--- src/sv/heatmap_cell_colormap_unit_macros.svh ---
// ----------------------------------------------------------------------------
// Heatmap colormap assertion macros
// Shared concurrent assertion forms, clocked on the rising edge and
// disabled while the synchronous active-low reset is asserted.
// ----------------------------------------------------------------------------
`ifndef HEATMAP_CELL_COLORMAP_UNIT_MACROS_SVH
`define HEATMAP_CELL_COLORMAP_UNIT_MACROS_SVH

// same-cycle implication
`define HCC_ASSERT_NOW(label, clk, rst_n, ante, cons, msg) \
    label: assert property (@(posedge clk) disable iff (!rst_n) (ante) |-> (cons)) \
        else $error(msg);

// next-cycle implication
`define HCC_ASSERT_NEXT(label, clk, rst_n, ante, cons, msg) \
    label: assert property (@(posedge clk) disable iff (!rst_n) (ante) |=> (cons)) \
        else $error(msg);

`endif

--- src/sv/hcc_pkg.sv ---
// ----------------------------------------------------------------------------
// Heatmap colormap package
// Shared constants, configuration register map and configuration struct.
// ----------------------------------------------------------------------------
package hcc_pkg;

    // default sizes
    localparam int TABLE_DEPTH_DEF = 256;
    localparam int MAX_SIDE_DEF    = 256;
    localparam int QUEUE_DEPTH     = 4;

    // configuration port
    localparam int CFG_IDX_W  = 3;
    localparam int CFG_DATA_W = 32;

    localparam logic [CFG_IDX_W-1:0] CFG_GRID_COLUMNS     = 3'd0;
    localparam logic [CFG_IDX_W-1:0] CFG_GRID_ROWS        = 3'd1;
    localparam logic [CFG_IDX_W-1:0] CFG_VALUE_MINIMUM    = 3'd2;
    localparam logic [CFG_IDX_W-1:0] CFG_VALUE_SCALE      = 3'd3;
    localparam logic [CFG_IDX_W-1:0] CFG_TABLE_LAST_INDEX = 3'd4;
    localparam logic [CFG_IDX_W-1:0] CFG_CELL_WIDTH       = 3'd5;
    localparam logic [CFG_IDX_W-1:0] CFG_CELL_HEIGHT      = 3'd6;
    localparam logic [CFG_IDX_W-1:0] CFG_PLOT_HEIGHT      = 3'd7;

    // input word opcodes
    localparam logic OP_TABLE_WRITE = 1'b0;
    localparam logic OP_SAMPLE      = 1'b1;

    // largest x position, unsigned Q15.16
    localparam logic [30:0] POSX_MAX = 31'h7FFF_FFFF;

    typedef struct packed {
        logic [8:0]         grid_columns;
        logic [8:0]         grid_rows;
        logic signed [31:0] value_minimum;
        logic [31:0]        value_scale;
        logic [7:0]         table_last_index;
        logic [30:0]        cell_width;
        logic [30:0]        cell_height;
        logic [30:0]        plot_height;
    } t_cfg;

endpackage

--- src/sv/hcc_queue.sv ---
// ----------------------------------------------------------------------------
// Heatmap colormap job queue
// Short FIFO between front and back end so each side can stall on its own.
// ----------------------------------------------------------------------------
`include "heatmap_cell_colormap_unit_macros.svh"

module hcc_queue import hcc_pkg::*; #(
    parameter int WIDTH = 8,
    parameter int DEPTH = QUEUE_DEPTH
) (
    input  logic             i_clk,
    input  logic             i_rst_n,
    input  logic             i_push,
    input  logic [WIDTH-1:0] i_data,
    output logic             o_full,
    input  logic             i_pop,
    output logic             o_valid,
    output logic [WIDTH-1:0] o_data
);

    localparam int AW = $clog2(DEPTH);

    logic [WIDTH-1:0] r_mem [DEPTH];
    logic [AW-1:0]    r_wptr, n_wptr;
    logic [AW-1:0]    r_rptr, n_rptr;
    logic [AW:0]      r_count, n_count;
    logic             push;
    logic             pop;

    assign o_full  = (r_count == (AW+1)'(DEPTH));
    assign o_valid = (r_count != '0);
    assign o_data  = r_mem[r_rptr];
    assign push    = i_push && !o_full;
    assign pop     = i_pop && o_valid;

    // pointer and fill count update
    always_comb begin
        n_wptr  = r_wptr;
        n_rptr  = r_rptr;
        n_count = r_count;
        if (push) begin
            n_wptr = (r_wptr == AW'(DEPTH - 1)) ? '0 : r_wptr + AW'(1);
        end
        if (pop) begin
            n_rptr = (r_rptr == AW'(DEPTH - 1)) ? '0 : r_rptr + AW'(1);
        end
        if (push && !pop) begin
            n_count = r_count + (AW+1)'(1);
        end else if (pop && !push) begin
            n_count = r_count - (AW+1)'(1);
        end
    end

    always_ff @(posedge i_clk) begin
        if (!i_rst_n) begin
            r_wptr  <= '0;
            r_rptr  <= '0;
            r_count <= '0;
        end else begin
            r_wptr  <= n_wptr;
            r_rptr  <= n_rptr;
            r_count <= n_count;
        end
    end

    // storage
    always_ff @(posedge i_clk) begin
        if (push) begin
            r_mem[r_wptr] <= i_data;
        end
    end

    `HCC_ASSERT_NOW(a_count_in_range, i_clk, i_rst_n, 1'b1, r_count <= (AW+1)'(DEPTH), "queue fill count beyond depth")
    `HCC_ASSERT_NEXT(a_count_up, i_clk, i_rst_n, push && !pop, r_count == $past(r_count) + (AW+1)'(1), "queue count missed a push")
    `HCC_ASSERT_NEXT(a_count_hold, i_clk, i_rst_n, !push && !pop, $stable(r_count) && $stable(r_rptr), "queue moved while idle")

endmodule

--- config.mk ---
export PLATFORM = sky130hd
export DESIGN_NAME = hcc_queue
export DESIGN_NICKNAME = d
export VERILOG_FILES = /design/src/sv/hcc_pkg.sv /design/src/sv/hcc_queue.sv
export VERILOG_INCLUDE_DIRS = /design/src /design/src/sv
export SDC_FILE = /design/constraint.sdc
export NUM_CORES = 1
export LEC_CHECK = 0
export BUFFER_PORTS_ARGS = -buffer_cell sky130_fd_sc_hd__buf_4
export CAP_MARGIN = 20
export CELL_PAD_IN_SITES_DETAIL_PLACEMENT = 1
export CELL_PAD_IN_SITES_GLOBAL_PLACEMENT = 2
export CORE_MARGIN = 5
export CORE_UTILIZATION = 37
export CTS_CLUSTER_SIZE = 24
export DETAILED_ROUTE_END_ITERATION = 7
export GPL_ROUTABILITY_DRIVEN = 0
export PLACE_DENSITY = 0.76
export SKIP_CTS_REPAIR_TIMING = 1
export SYNTH_ARGS = -nofsm -noshare
export SYNTH_HDL_FRONTEND = slang
export SYNTH_SLANG_ARGS = --single-unit
--- constraint.sdc ---
create_clock -name i_clk -period 2.2 [get_ports i_clk]
set_clock_uncertainty 0.15 [all_clocks]
set_input_delay 0.44 -clock i_clk [delete_from_list [all_inputs] [get_ports i_clk]]
set_output_delay 0.44 -clock i_clk [all_outputs]
set_load 0.01 [all_outputs]
* Word level (Yosys, flattened, before mapping) *
Memories as Yosys holds them, arrays and structs flattened. A register that Yosys moved wholly into a read port is not among the register bits.
Index checks and enable logic that the tools add are counted.

operators by class
  $add $sub $neg = 4
  eq/ne operators = 3
  muxes and demuxes = 8
  reduce and logical (&&, ||, !) cells = 9

operators by type and width
  kind                                                                count
  2-bit 2-to-1 mux                                                    4
  3-bit 2-to-1 mux                                                    2
  2-bit by 1-bit adder with 2-bit output, second input constant       2
  2-bit == test, second input constant                                2
  1-bit logical AND                                                   4
  3-bit by 1-bit adder with 3-bit output, second input constant       1
  3-bit == test, second input constant                                1
  1-bit logical NOT                                                   3
  3-bit nonzero test                                                  1
  3-bit by 1-bit subtractor with 3-bit output, second input constant  1
  1-bit 2-to-1 mux                                                    2
  2-bit nonzero test                                                  1

storage, ports and cells
  register bits = 7
  bits in writable memories = 32
  input port bits = 12
  output and inout bits = 10
  word-level logic and storage cells = 28
  memories kept = 1

memory list
  memory  depth  width  rd ports  clocked after Yosys merged registers in  wr ports  RTL line         RTL
  r_mem   4      8      1         1                                        1         hcc_queue.sv:23  logic [WIDTH-1:0] r_mem [DEPTH];

* Logic depth before layout (Yosys ltp) *
  depth after elaboration = 7
  gate-level depth with buffers = 9
  mapped depth without buffers = 8

* Worst setup path after synthesis *
OpenSTA, ideal clock, no wires.

  path type = reg2reg
  start point = register r_count[0]
  end point = register r_count[2]
  library setup time = 0.076 ns
  arrival time = 2.141 ns
  required time = 1.974 ns
  slack = -0.167 ns
  stages on the path, launching flop included = 8
  path buffers = 0
  period minus slack after synthesis = 2.367 ns
  cell sequence = dfxtp_1 > o31ai_1 > ha_1 > inv_1 > fa_1 > xor2_1 > or3_2 > a21boi_0

between the ends
  word-level cells in the longest chain between the ends = 6
  elaborated cells on any way between the ends = 14
  those cells by class = add/sub: 2; eq/ne: 1; mux: 2; reduce/logical: 9

RTL lines
  item                                                                                 RTL line         RTL
  from (decl)                                                                          hcc_queue.sv:26  logic [AW:0] r_count, n_count;
  from (signal assigned)                                                               hcc_queue.sv:62  r_count <= n_count;
  branches (longest 6 deep; another with 3-bit by 1-bit subtractor with 3-bit output)  n/a

Parallel ways; which one is timed is not known. The select of a mux whose other input is x is not followed.
A chain may end at the register's enable or synchronous reset.

* Worst setup path in the final report *
  start point = register r_count[2]
  end point = register r_count[2]

Same word-level chain as after synthesis.

==> run summary <==
share of layout cells above drive strength 1 - 43.2%
Place WS - -0.130 ns
Main synth FF type - edfxtp_1
Register-to-Register Path Depth - 8
final setup vio count - 0
synth warn - 0
VDD IR-drop max - 0.000381 V
CP Depth - 8
Final period util - 97.5%
endpoint class of the critical path - register
Area after DPL - 1920 µm²
worst-margin pin slew - 0.439 ns
die area - 5840 µm²
CTS buffer count - 5
Worst-Skew Late Latency - 0.28 ns
final wirelength - 3010 µm
Buffers on Ports - 21
first-pass GRT wire length - 4840 µm
Root Driver - clkbuf_8
MaxCap Viol Count - 0
# H-tree levels - 2
vias per inst - 4.86
drt pass-1 iters - 4
main combinational cell family by area after synthesis - multiplexers
CTS Buffer Depth - 2
synth cell count leaders - 32 x edfxtp_1, 9 x dfxtp_1, 8 x mux4_2
cell area after layout - 2060 µm²
Worst R2R Setup Slack - 0.06 ns
Site Rows - 24
hold depth - 1
Net Count, Synth - 112
Final Hold Vio Count - 0
Crit-path slowest cell - fa_2
Critical Path AT - 2.21 ns
slew margin rel. - 70.7%
xor/xnor share of the synthesized area - 1.07%
core area - 4320 µm²
Initial Util - 37.8%
Final HPWL DP - 2150 µm
Synth cell types - 23
vias in the first global route - 976
CP peak stage delay - 0.37 ns
clock-pin slew on the worst setup and hold paths - 0.07 ns
overall routing resource usage - 10.8%
initial antenna violation count - 0
Tot Pwr - 2.37 mW
CP max FO - 4
Simple-Gate Fraction of Synth Area - 6.74%
I/O Pins - 22
Fin Hold WS - 0.198 ns
Antenna Diode Count - 0
fillers - 434
Yosys top cell by area - edfxtp_1
worst path required time - 2.27 ns
ys async rst share - 0%
DR vias - 860
Clock Sinks - 41
sequential-to-total area share from yosys stat - 69.9%
startpoint types - register
Mapped Area - 1630 µm²
CP bufs+invs - 2
final slew viol count - 0
P&R area growth vs syn - 26.1%
RSZ-0062 raised after global routing - false
adder-cell area share of the yosys netlist - 5.82%
worst setup margin - 0.0558 ns
multiplexer share of the synthesized area - 12.9%
Die X-Extent - 76.4 µm
crit-path cells - buf_6, o31ai_4, ha_4, inv_2, fa_2, xor2_1, or3_4, a21boi_2
complex-gate fraction of the synthesized area - 1.84%
most area-consuming cells after synthesis - edfxtp_1 59%, dfxtp_1 11%, mux4_2 11%, ha_1 4.6%, and2_1 1.9%
crit path kind - reg -> reg
die height - 76.4 µm
cell family with most CP delay - adder cells
Period minus WS final - 2.14 ns
FMAX - 466 MHz
status - finished clean
top-count cell post-synth - edfxtp_1
fin nets - 143
Cells after Synth - 93
post-synth top area share - 58.9%
number of enable flip-flop cells after synthesis - 32
Post-Place Cells - 168
Finished Layout Cells - 177
Yosys reg bits - 41
Min-Delay Path Class - in -> reg
P_leak - 0.749 nW
largest net degree at the start of global routing - 13
Routed Antenna Nets - 0
CTS tree - yes
pwr/cell area - 1150 nW/µm²
total gr overflow - 0
Syn Area/Cell - 17.6 µm²
DR iter-0 viols - 70
number of remaining DRC errors - 0
post-DR wirelength/cell - 17.0 µm
==> layer usage <==
metal | GRT usage (%) | wire length (µm)
met3 | 4.61 | 134
met1 | 12.1 | 1210
met2 | 18.2 | 1620
met4 | 4.20 | 42
met5 | 0 | 0
==> final timing paths <==
path / from / endpoint
setup / recovery: r_count[2] / r_count[2]
hold / removal: i_data[6] / r_mem[3][6]
setup reg to reg: r_count[2] / r_count[2]
hold reg to reg: r_wptr[1] / r_wptr[1]
==> layout make-up <==
type | instances | area [µm²] | area share [%]
Clock inverter | 1 | 30.0 | 1.46
Inverter | 3 | 11.3 | 0.547
Timing Repair Buffer | 28 | 214 | 10.4
Sequential cell | 41 | 1140 | 55.6
Multi-Input combinational cell | 45 | 508 | 24.7
Clock buffer | 7 | 86.3 | 4.19
Tap cell | 52 | 65.1 | 3.16
==> cells by family (layout without fill, tap and decap cells) <==
group / count (synthesis) / count (layout)
simple gates: 20 / 20
flops: 41 / 41
compound gates: 5 / 5
mux: 11 / 11
buf+inv: 7 / 39
xor+xnor: 2 / 2
fa+ha+maj: 7 / 7
==> worst register-to-register path: cells and delay by family (launching register included) <==
kind | cells | cell delay [ns]
buffers and inverters | 2 | 0.16
xor gates and xnor gates | 1 | 0.16
DFF | 1 | 0.33
adders and majority gates | 2 | 0.56
AOI/OAI and AO/OA | 2 | 0.40
and+or+nand+nor | 1 | 0.33
==> where the power goes <==
part	switching, mW	total, mW	leakage [nW]	internal [mW]
combinational	0.323	0.732	0.323	0.410
sequential	0.0761	1.03	0.368	0.958
clock	0.237	0.607	0.0585	0.370
==> cell usage in the layout (no fill, tap or decap), types with 2 or more instances in the layout <==
cell type  instances
and2_1             5
buf_4             27
clkbuf_8           6
dfxtp_1            6
dfxtp_2            3
edfxtp_1          32
ha_1               5
inv_1              2
mux2i_1            3
mux4_2             8
nand2_1            6
nand3_1            2
nor2_1             2
o21ai_0            3
==> metrics by stage <==
stage / setup TNS [ns] / util (%)
finish: 0 / 47.6
global placement: -0.0508 / 44.4
floorplan: 0 / -
global route: 0 / 47.6
CTS: -0.111 / 47.0
detailed placement: -0.130 / 44.4
==> registers in the layout (all words and copies together) (netlist names), named ones only <==
register / cells
r_rptr: 2
r_wptr: 2
r_mem: 32
r_count: 3
Note: power is estimated with default switching activity, not from simulation.
