`src/sv/heatmap_cell_colormap_unit_macros.svh`:
```
// ----------------------------------------------------------------------------
// Heatmap colormap assertion macros
// Shared concurrent assertion forms, clocked on the rising edge and
// disabled while the synchronous active-low reset is asserted.
// ----------------------------------------------------------------------------
`ifndef HEATMAP_CELL_COLORMAP_UNIT_MACROS_SVH
`define HEATMAP_CELL_COLORMAP_UNIT_MACROS_SVH

// same-cycle implication
`define HCC_ASSERT_NOW(label, clk, rst_n, ante, cons, msg) \
    label: assert property (@(posedge clk) disable iff (!rst_n) (ante) |-> (cons)) \
        else $error(msg);

// next-cycle implication
`define HCC_ASSERT_NEXT(label, clk, rst_n, ante, cons, msg) \
    label: assert property (@(posedge clk) disable iff (!rst_n) (ante) |=> (cons)) \
        else $error(msg);

`endif

```
`src/sv/hcc_pkg.sv`:
```
// ----------------------------------------------------------------------------
// Heatmap colormap package
// Shared constants, configuration register map and configuration struct.
// ----------------------------------------------------------------------------
package hcc_pkg;

    // default sizes
    localparam int TABLE_DEPTH_DEF = 256;
    localparam int MAX_SIDE_DEF    = 256;
    localparam int QUEUE_DEPTH     = 4;

    // configuration port
    localparam int CFG_IDX_W  = 3;
    localparam int CFG_DATA_W = 32;

    localparam logic [CFG_IDX_W-1:0] CFG_GRID_COLUMNS     = 3'd0;
    localparam logic [CFG_IDX_W-1:0] CFG_GRID_ROWS        = 3'd1;
    localparam logic [CFG_IDX_W-1:0] CFG_VALUE_MINIMUM    = 3'd2;
    localparam logic [CFG_IDX_W-1:0] CFG_VALUE_SCALE      = 3'd3;
    localparam logic [CFG_IDX_W-1:0] CFG_TABLE_LAST_INDEX = 3'd4;
    localparam logic [CFG_IDX_W-1:0] CFG_CELL_WIDTH       = 3'd5;
    localparam logic [CFG_IDX_W-1:0] CFG_CELL_HEIGHT      = 3'd6;
    localparam logic [CFG_IDX_W-1:0] CFG_PLOT_HEIGHT      = 3'd7;

    // input word opcodes
    localparam logic OP_TABLE_WRITE = 1'b0;
    localparam logic OP_SAMPLE      = 1'b1;

    // largest x position, unsigned Q15.16
    localparam logic [30:0] POSX_MAX = 31'h7FFF_FFFF;

    typedef struct packed {
        logic [8:0]         grid_columns;
        logic [8:0]         grid_rows;
        logic signed [31:0] value_minimum;
        logic [31:0]        value_scale;
        logic [7:0]         table_last_index;
        logic [30:0]        cell_width;
        logic [30:0]        cell_height;
        logic [30:0]        plot_height;
    } t_cfg;

endpackage

```
`src/sv/hcc_if.sv`:
```
// ----------------------------------------------------------------------------
// Heatmap colormap stream interfaces
// Valid/ready channels for the input word and the result word.
// ----------------------------------------------------------------------------
interface hcc_in_if;
    logic               valid;
    logic               ready;
    logic               op;
    logic [7:0]         table_address;
    logic [31:0]        table_color;
    logic signed [31:0] sample;
    logic               sample_finite;

    modport source (output valid, op, table_address, table_color, sample, sample_finite,
                    input ready);
    modport sink (input valid, op, table_address, table_color, sample, sample_finite,
                  output ready);
endinterface


```
`src/sv/hcc_front.sv`:
```
// ----------------------------------------------------------------------------
// Heatmap colormap front end
// Accepts input words, tracks the grid cell counter, drops skipped values
// and packs table writes and lookups into jobs for the queue.
// ----------------------------------------------------------------------------
module hcc_front import hcc_pkg::*; #(
    parameter int MAX_SIDE = MAX_SIDE_DEF
) (
    input  logic                             i_clk,
    input  logic                             i_rst_n,
    input  t_cfg                             i_cfg,
    hcc_in_if.sink                           i_in,
    input  logic                             i_full,
    output logic                             o_push,
    output logic [1+8+32+16+2*$clog2(MAX_SIDE)-1:0] o_job
);

    localparam int CW = $clog2(MAX_SIDE);
    localparam int LW = CW + 1;

    logic [CW-1:0] r_col, n_col;
    logic [CW-1:0] r_row, n_row;
    logic [15:0]   r_num, n_num;

    logic               accept;
    logic               is_sample;
    logic               keep;
    logic [LW-1:0]      cols;
    logic [LW-1:0]      rows;
    logic               col_wrap;
    logic               row_wrap;
    logic signed [32:0] diff;
    logic [31:0]        arg;

    // clamp a grid side to 1..MAX_SIDE
    function automatic logic [LW-1:0] side_limit(input logic [8:0] v);
        logic [LW-1:0] r;
        if (v == 9'd0) begin
            r = LW'(1);
        end else if (32'(v) > 32'(MAX_SIDE)) begin
            r = LW'(MAX_SIDE);
        end else begin
            r = LW'(v);
        end
        return r;
    endfunction

    assign i_in.ready = !i_full;
    assign accept     = i_in.valid && !i_full;
    assign is_sample  = (i_in.op == OP_SAMPLE);

    // cell counter
    assign cols     = side_limit(i_cfg.grid_columns);
    assign rows     = side_limit(i_cfg.grid_rows);
    assign col_wrap = ({1'b0, r_col} + LW'(1)) >= cols;
    assign row_wrap = ({1'b0, r_row} + LW'(1)) >= rows;

    always_comb begin
        n_col = r_col;
        n_row = r_row;
        n_num = r_num;
        if (accept && is_sample) begin
            if (col_wrap) begin
                n_col = '0;
                if (row_wrap) begin
                    n_row = '0;
                    n_num = '0;
                end else begin
                    n_row = r_row + CW'(1);
                    n_num = r_num + 16'd1;
                end
            end else begin
                n_col = r_col + CW'(1);
                n_num = r_num + 16'd1;
            end
        end
    end

    always_ff @(posedge i_clk) begin
        if (!i_rst_n) begin
            r_col <= '0;
            r_row <= '0;
            r_num <= '0;
        end else begin
            r_col <= n_col;
            r_row <= n_row;
            r_num <= n_num;
        end
    end

    // classify: table writes always go on, samples only when finite and above min
    assign diff = {i_in.sample[31], i_in.sample}
                - {i_cfg.value_minimum[31], i_cfg.value_minimum};
    assign keep = !is_sample || (i_in.sample_finite && !diff[32] && (diff != 33'sd0));
    assign arg  = is_sample ? diff[31:0] : i_in.table_color;

    assign o_push = accept && keep;
    assign o_job  = {i_in.op, i_in.table_address, arg, r_num, r_col, r_row};

endmodule

```
`src/flat_wrapper.sv`:
```
// flat-port wrapper written by rule: the top's interface ports become plain ports
module hcc_front_flat import hcc_pkg::*;
#(
    parameter int MAX_SIDE = MAX_SIDE_DEF
)
  (i_clk, i_rst_n, i_cfg, i_full, o_push, o_job, i_in_valid, i_in_op, i_in_table_address, i_in_table_color, i_in_sample, i_in_sample_finite, i_in_ready);
  hcc_in_if i_in_i ();
  input  logic i_clk;
  input  logic i_rst_n;
  input  t_cfg i_cfg;
  input  logic i_full;
  output logic o_push;
  output logic [1+8+32+16+2*$clog2(MAX_SIDE)-1:0] o_job;
  input wire logic [$bits(i_in_i.valid)-1:0] i_in_valid;
  input wire logic [$bits(i_in_i.op)-1:0] i_in_op;
  input wire logic [$bits(i_in_i.table_address)-1:0] i_in_table_address;
  input wire logic [$bits(i_in_i.table_color)-1:0] i_in_table_color;
  input wire logic [$bits(i_in_i.sample)-1:0] i_in_sample;
  input wire logic [$bits(i_in_i.sample_finite)-1:0] i_in_sample_finite;
  output wire logic [$bits(i_in_i.ready)-1:0] i_in_ready;
  assign i_in_i.valid = i_in_valid;
  assign i_in_i.op = i_in_op;
  assign i_in_i.table_address = i_in_table_address;
  assign i_in_i.table_color = i_in_table_color;
  assign i_in_i.sample = i_in_sample;
  assign i_in_i.sample_finite = i_in_sample_finite;
  assign i_in_ready = i_in_i.ready;
  hcc_front #(.MAX_SIDE(MAX_SIDE)) u_core (.i_clk(i_clk), .i_rst_n(i_rst_n), .i_cfg(i_cfg), .i_in(i_in_i), .i_full(i_full), .o_push(o_push), .o_job(o_job));
endmodule
```
`config.mk`:
```
export PLATFORM = sky130hd
export DESIGN_NAME = hcc_front_flat
export DESIGN_NICKNAME = d
export VERILOG_FILES = /design/src/sv/heatmap_cell_colormap_unit_macros.svh /design/src/sv/hcc_pkg.sv /design/src/sv/hcc_if.sv /design/src/sv/hcc_front.sv /design/src/flat_wrapper.sv
export SDC_FILE = /design/constraint.sdc
export NUM_CORES = 1
export LEC_CHECK = 0
export BUFFER_PORTS_ARGS = -buffer_cell sky130_fd_sc_hd__buf_2
export CORE_AREA = 3 3 131 133
export DETAILED_ROUTE_END_ITERATION = 8
export DIE_AREA = 0 0 134 136
export SLEW_MARGIN = 20
export SYNTH_ARGS = -nofsm -noshare
export SYNTH_HDL_FRONTEND = slang
export SYNTH_SLANG_ARGS = --single-unit
```
`constraint.sdc`:
```
create_clock -name i_clk -period 5.2 [get_ports i_clk]
set_clock_uncertainty 0.1 [all_clocks]
set_input_delay 0.78 -clock i_clk [delete_from_list [all_inputs] [get_ports i_clk]]
set_output_delay 0.78 -clock i_clk [all_outputs]
set_load 0.01 [all_outputs]
```
# Word-level counts from Yosys, hierarchy flattened
# Index checks and enable logic that the tools add are counted.
# word_totals
register_bits,32
input_bits,261
output_inout_bits,75
# op_classes
n_addsub,6
n_lt_le_gt_ge,4
mux,9
reduce_logical,13
# op_table
op,n
9-bit two-way mux,4
33-bit nonzero test,1
32-bit by 32-bit subtractor with 33-bit output,1
16-bit two-way mux,2
32-bit two-way mux,1
"8-bit by 1-bit adder with 9-bit output, second input constant",2
9-bit greater-or-equal comparator,2
"9-bit > comparator, second input constant",2
9-bit logical NOT,2
"16-bit by 1-bit adder with 16-bit output, second input constant",1
"8-bit by 1-bit adder with 8-bit output, second input constant",2
8-bit two-way mux,2
1-bit logical AND,5
1-bit logical NOT,3
2-bit AND reduction,1
1-bit logical OR,1

# Longest topological paths before layout
# logic_depth
word_depth,6
mapped_depth,16

# Worst setup path before layout
# Ideal clock, no wire load.
# synth_timing
kind,input to output
from,in i_in_sample[0]
to,out o_push
arrival_time_ps,3539
setup_slack_ps,781
path_stages,13
cell_sequence,inv_1 ha_1 fa_1 nor2b_4 o211ai_1 o2bb2ai_2 xnor2_1 or4_1 or3_1 nor4_2 nand4_1 a2111oi_2 a21oi_1
# synth_between
elab_chain_cells,6
word_cells_on_any_way,7
classes_between,add/sub (1); reduce/logical (6)
# synth_rtl
element,line_no,source
from (decl),flat_wrapper.sv:18,input wire logic [$bits(i_in_i.sample)-1:0] i_in_sample;
32-bit by 32-bit subtractor with 33-bit output (*),hcc_front.sv:93,"- {i_cfg.value_minimum[31], i_cfg.value_minimum};"
branches (longest 2 deep; another with 33-bit nonzero test),-,
1-bit logical AND (*),hcc_front.sv:94,assign keep = !is_sample || (i_in.sample_finite && !diff[32] && (diff != 33'sd0));
1-bit logical OR (*),hcc_front.sv:94,
1-bit logical AND (*),hcc_front.sv:97,assign o_push = accept && keep;
to (decl),flat_wrapper.sv:12,output logic o_push;
# Mark *: on every way between the ends.

# Final worst setup path
# layout_timing
from,in i_cfg[143] (netlist name)
to,out o_push
# layout_between
elab_chain_cells,6
word_cells_on_any_way,7
classes_between,add/sub (1); reduce/logical (6)
# layout_rtl
element,line_no,source
from (decl),flat_wrapper.sv:10,input t_cfg i_cfg;
32-bit by 32-bit subtractor with 33-bit output (*),hcc_front.sv:93,
branches (longest 2 deep; another with 33-bit nonzero test),-,
1-bit logical AND (*),hcc_front.sv:94,
1-bit logical OR (*),hcc_front.sv:94,
1-bit logical AND (*),hcc_front.sv:97,
# Marked as above.

==> results.yml <==
global_routing:
  grtUsageTotal: 0.161
  grt_pass1_vias: 4737
  antenna_found_initial: 2
  grt_max_degree: 39
  grt_pass1_wl_um: 23800
  grt_overflow: 0
floorplanning:
  ios: 336
  num_rows: 46
  die_x_um: 134
  die_h_um: 136
  start_util: 0.280
  core_area_sq_um: 15900
  die_area_sq_um: 18200
synthesis:
  synth_area_sq_um: 4470
  synth_compound_area_frac: 0.235
  ys_seq_area_frac: 0.143
  synth_top_family_by_area: "simple AND/OR/NAND/NOR gates"
  synthMuxAreaShare: 0.0453
  yosysWarnings: 0
  async_flop_share: 0
  synth_xor_area_frac: 0.108
  syn_nets: 934
  ys_seq_elements: 32
  yosys.area_share.simple: 0.244
  syn-mean-instance-area_sq_um: 7.22
  ys.flop_type: "dfxtp_1"
  synth_fa_ha_area_frac: 0.153
  syn_inst: 619
  ys_types: 64
  synth_edf_count: 0
clock_network:
  h-tree-depth: 2
  numCtsBuffers: 5
  cts_sinks: 32
  clk_pin_slew_ns: 0.05
  postCtsHoldBufs: 0
  cts_root_buf: "clkbuf_16"
  cts_tree: "done"
  clockBufferDepth: 2
  clk_latency_ns: 0.28
setup_path:
  start_kind: "primary input"
  rr_endpoint: "u_core.r_row[4]"
  crit_fanout: 3
  setup.worst_path.start: "i_cfg[143]"
  path_cells: "buf_2, inv_1, ha_1, and4_1, nor4b_1, o2111ai_1, a31oi_1, o22ai_1, xnor2_1, nor4bb_1, nand4_1, a2111oi_4, a21oi_1, buf_2"
  cp.arrival_ns: 4.23
  rrSetupSlack_ns: 2.06
  reg2regPathDepth: 10
  cp_common_cell: "buf_2"
  slowest_stage: "nor4b_1"
  cp-end-kind: "output port"
  cp_slowest_stage_delay_ns: 0.54
  crit_type: "in -> out"
  required_ns: 4.32
  r2r-start: "u_core.r_col[2]"
routing:
  wire_per_inst_um: 14.8
  via_count: 4984
  antenna_left: 0
  dr.pass1.iters: 4
  vias_per_cell: 4.87
  drc: 0
  drt_iter0_markers: 186
  wl_um: 15100
layout:
  final_nets: 1122
  final_cells: 1024
  drive_gt1_frac: 0.307
  area_delta_synth_final_pct: 31.7
  fillers: 1701
  diodes: 0
timing:
  worst_slew_margin_rel: 0.262
  maxSlewViolCount: 0
  rsz0062_at_grt: "false"
  setup_viol: 0
  fin_crit_sh: 0.983
  period_minus_slack_ns: 5.11
  finalSetupTns_ns: 0
  fmax_ghz: 0.196
  hold_violations: 0
  worst_slew_pin_slew_ns: 1.10
min_path:
  hp-class: "reg -> reg"
  min_path_cells: 2
  hold_end: "u_core.r_num[1]"
  min_from: "u_core.r_num[1]"
job:
  max-cap-violations: 0
place:
  dpl.hpwl_um: 12900
  port_buffers: 186
  place.gp.congestion: 0.891
  dp_cells: 1016
power:
  ir_worst_vdd_v: 0.000138
  leakagePower_nw: 2.86
  powerDensity_nw_per_um2: 183
status:
  status: "finished clean"
==> synthesized netlist by cell type (3+ instances only) <==
library cell	count	area share
nand4_1	9	0.013
nand2_1	74	0.062
a21oi_1	47	0.053
ha_1	53	0.15
nor2b_1	9	0.013
a21o_1	13	0.022
and2_1	3	0.0042
nor2_1	53	0.045
o211ai_1	5	0.0084
a211o_1	4	0.0078
a21boi_0	12	0.020
inv_1	44	0.037
a31oi_1	5	0.0070
nand3_1	28	0.031
o21bai_1	7	0.012
a211oi_1	6	0.010
dfxtp_1	32	0.14
o21ai_0	20	0.022
xor2_1	26	0.051
clkbuf_1	16	0.013
xnor2_1	29	0.057
and4_1	4	0.0078
o21a_1	7	0.012
o31ai_1	5	0.0084
o31a_1	3	0.0059
nor4_1	3	0.0042
buf_4	9	0.015
and3_1	7	0.0098
o2111ai_1	3	0.0059
mux2_2	18	0.045
nand2b_1	7	0.0098
nor3_1	17	0.019
buf_1	3	0.0025
==> state kept, by name, summed over array words and instances, names as in the netlist <==
signal and cells:
u_core.r_num 16, u_core.r_col 8, u_core.r_row 8
==> per-layer routing <==
metal	vias up	part of all wire	global-route usage	routed length, um
met4	4	0.016	0.0331	246
met2	197	0.42	0.254	6380
li1	2575	-	-	-
met3	24	0.084	0.0352	1280
met5	-	0.0018	0	27
met1	2184	0.48	0.226	7210
==> stage by stage <==
| stage | area, sq um | hold slack (ns) | power (mW) | worst slack, ns | util |
|---|---|---|---|---|---|
| 6_report | 5890 | 0.399 | 1.08 | 0.0865 | 0.369 |
| 5_1_grt | 5890 | 0.415 | 1.15 | 0.0376 | 0.369 |
| 4_1_cts | 5870 | 0.398 | 1.08 | 0.0440 | 0.368 |
| 3_5_place_dp | 5700 | 0.388 | 0.748 | 0.0622 | 0.358 |
| 3_3_place_gp | 5700 | 0.389 | 0.749 | 0.0407 | 0.358 |
| 2_1_floorplan | 4470 | 0.406 | 0.564 | 0.781 | - |
==> cells in the final DEF (no fill, tap or decap), types with 4 or more instances in the layout <==
cell / netlist / layout
xnor2_1: 29 / 29
inv_1: 44 / 44
nor3_1: 17 / 17
a21boi_0: 12 / 12
xor2_1: 26 / 25
buf_2: 0 / 186
and4_1: 4 / 4
o21bai_1: 7 / 7
a21oi_1: 47 / 47
a211o_1: 4 / 4
nand2_1: 74 / 74
nor2_1: 53 / 53
ha_1: 53 / 53
a211oi_1: 6 / 6
a21o_1: 13 / 13
o31ai_1: 5 / 5
nand4_1: 9 / 9
nor2b_1: 9 / 9
dfxtp_1: 32 / 32
and3_1: 7 / 7
mux2_2: 18 / 18
o21ai_0: 20 / 20
o211ai_1: 5 / 5
nand3_1: 28 / 28
o21a_1: 7 / 7
buf_4: 9 / 24
clkbuf_16: 0 / 5
nand2b_1: 7 / 7
a31oi_1: 5 / 5
==> final cells by class <==
class | count | area, sq um | area share
Tap cell | 216 | 270 | 0.0459
Inverter | 46 | 173 | 0.0293
Clock inverter | 2 | 35.0 | 0.00595
Clock buffer | 6 | 129 | 0.0219
Sequential cell | 32 | 641 | 0.109
Timing Repair Buffer | 210 | 1110 | 0.189
Multi-Input combinational cell | 512 | 3530 | 0.599
==> where the power goes <==
part	internal, mW	switching (mW)	total (mW)
Sequential	0.247	0.00183	0.249
Combinational	0.227	0.273	0.501
Clock	0.225	0.102	0.327
==> timing repair <==
| action | in CTS | in global routing |
|---|---|---|
| resized for setup | 0 | 3 |
| setup buffers | 0 | 0 |
| endpoints found under the setup margin | 0 | 1 |
==> logic make-up after synthesis <==
| group | Yosys count |
|---|---|
| adder cells (fa/ha/maj) | 54 |
| AND/OR/NAND/NOR | 228 |
| multiplexers | 18 |
| flip-flops | 32 |
| AO/OA/AOI/OAI | 157 |
| XOR/XNOR | 55 |
| buffers and inverters | 75 |
==> worst max-delay path by stage <==
stage | to | depth (start not counted)
floorplan | o_push | 13
global placement | o_push | 15
detailed placement | o_push | 15
CTS | o_push | 15
global route | o_push | 15
finish | o_push | 14
==> critical path: cells and delay by family <==
family | cells | cell delay [ns]
compound gates | 5 | 1.16
xor+xnor | 1 | 0.32
fa+ha+maj | 1 | 0.31
buf+inv | 3 | 0.30
simple gates | 4 | 1.37
(Power assumes the default switching activity.)
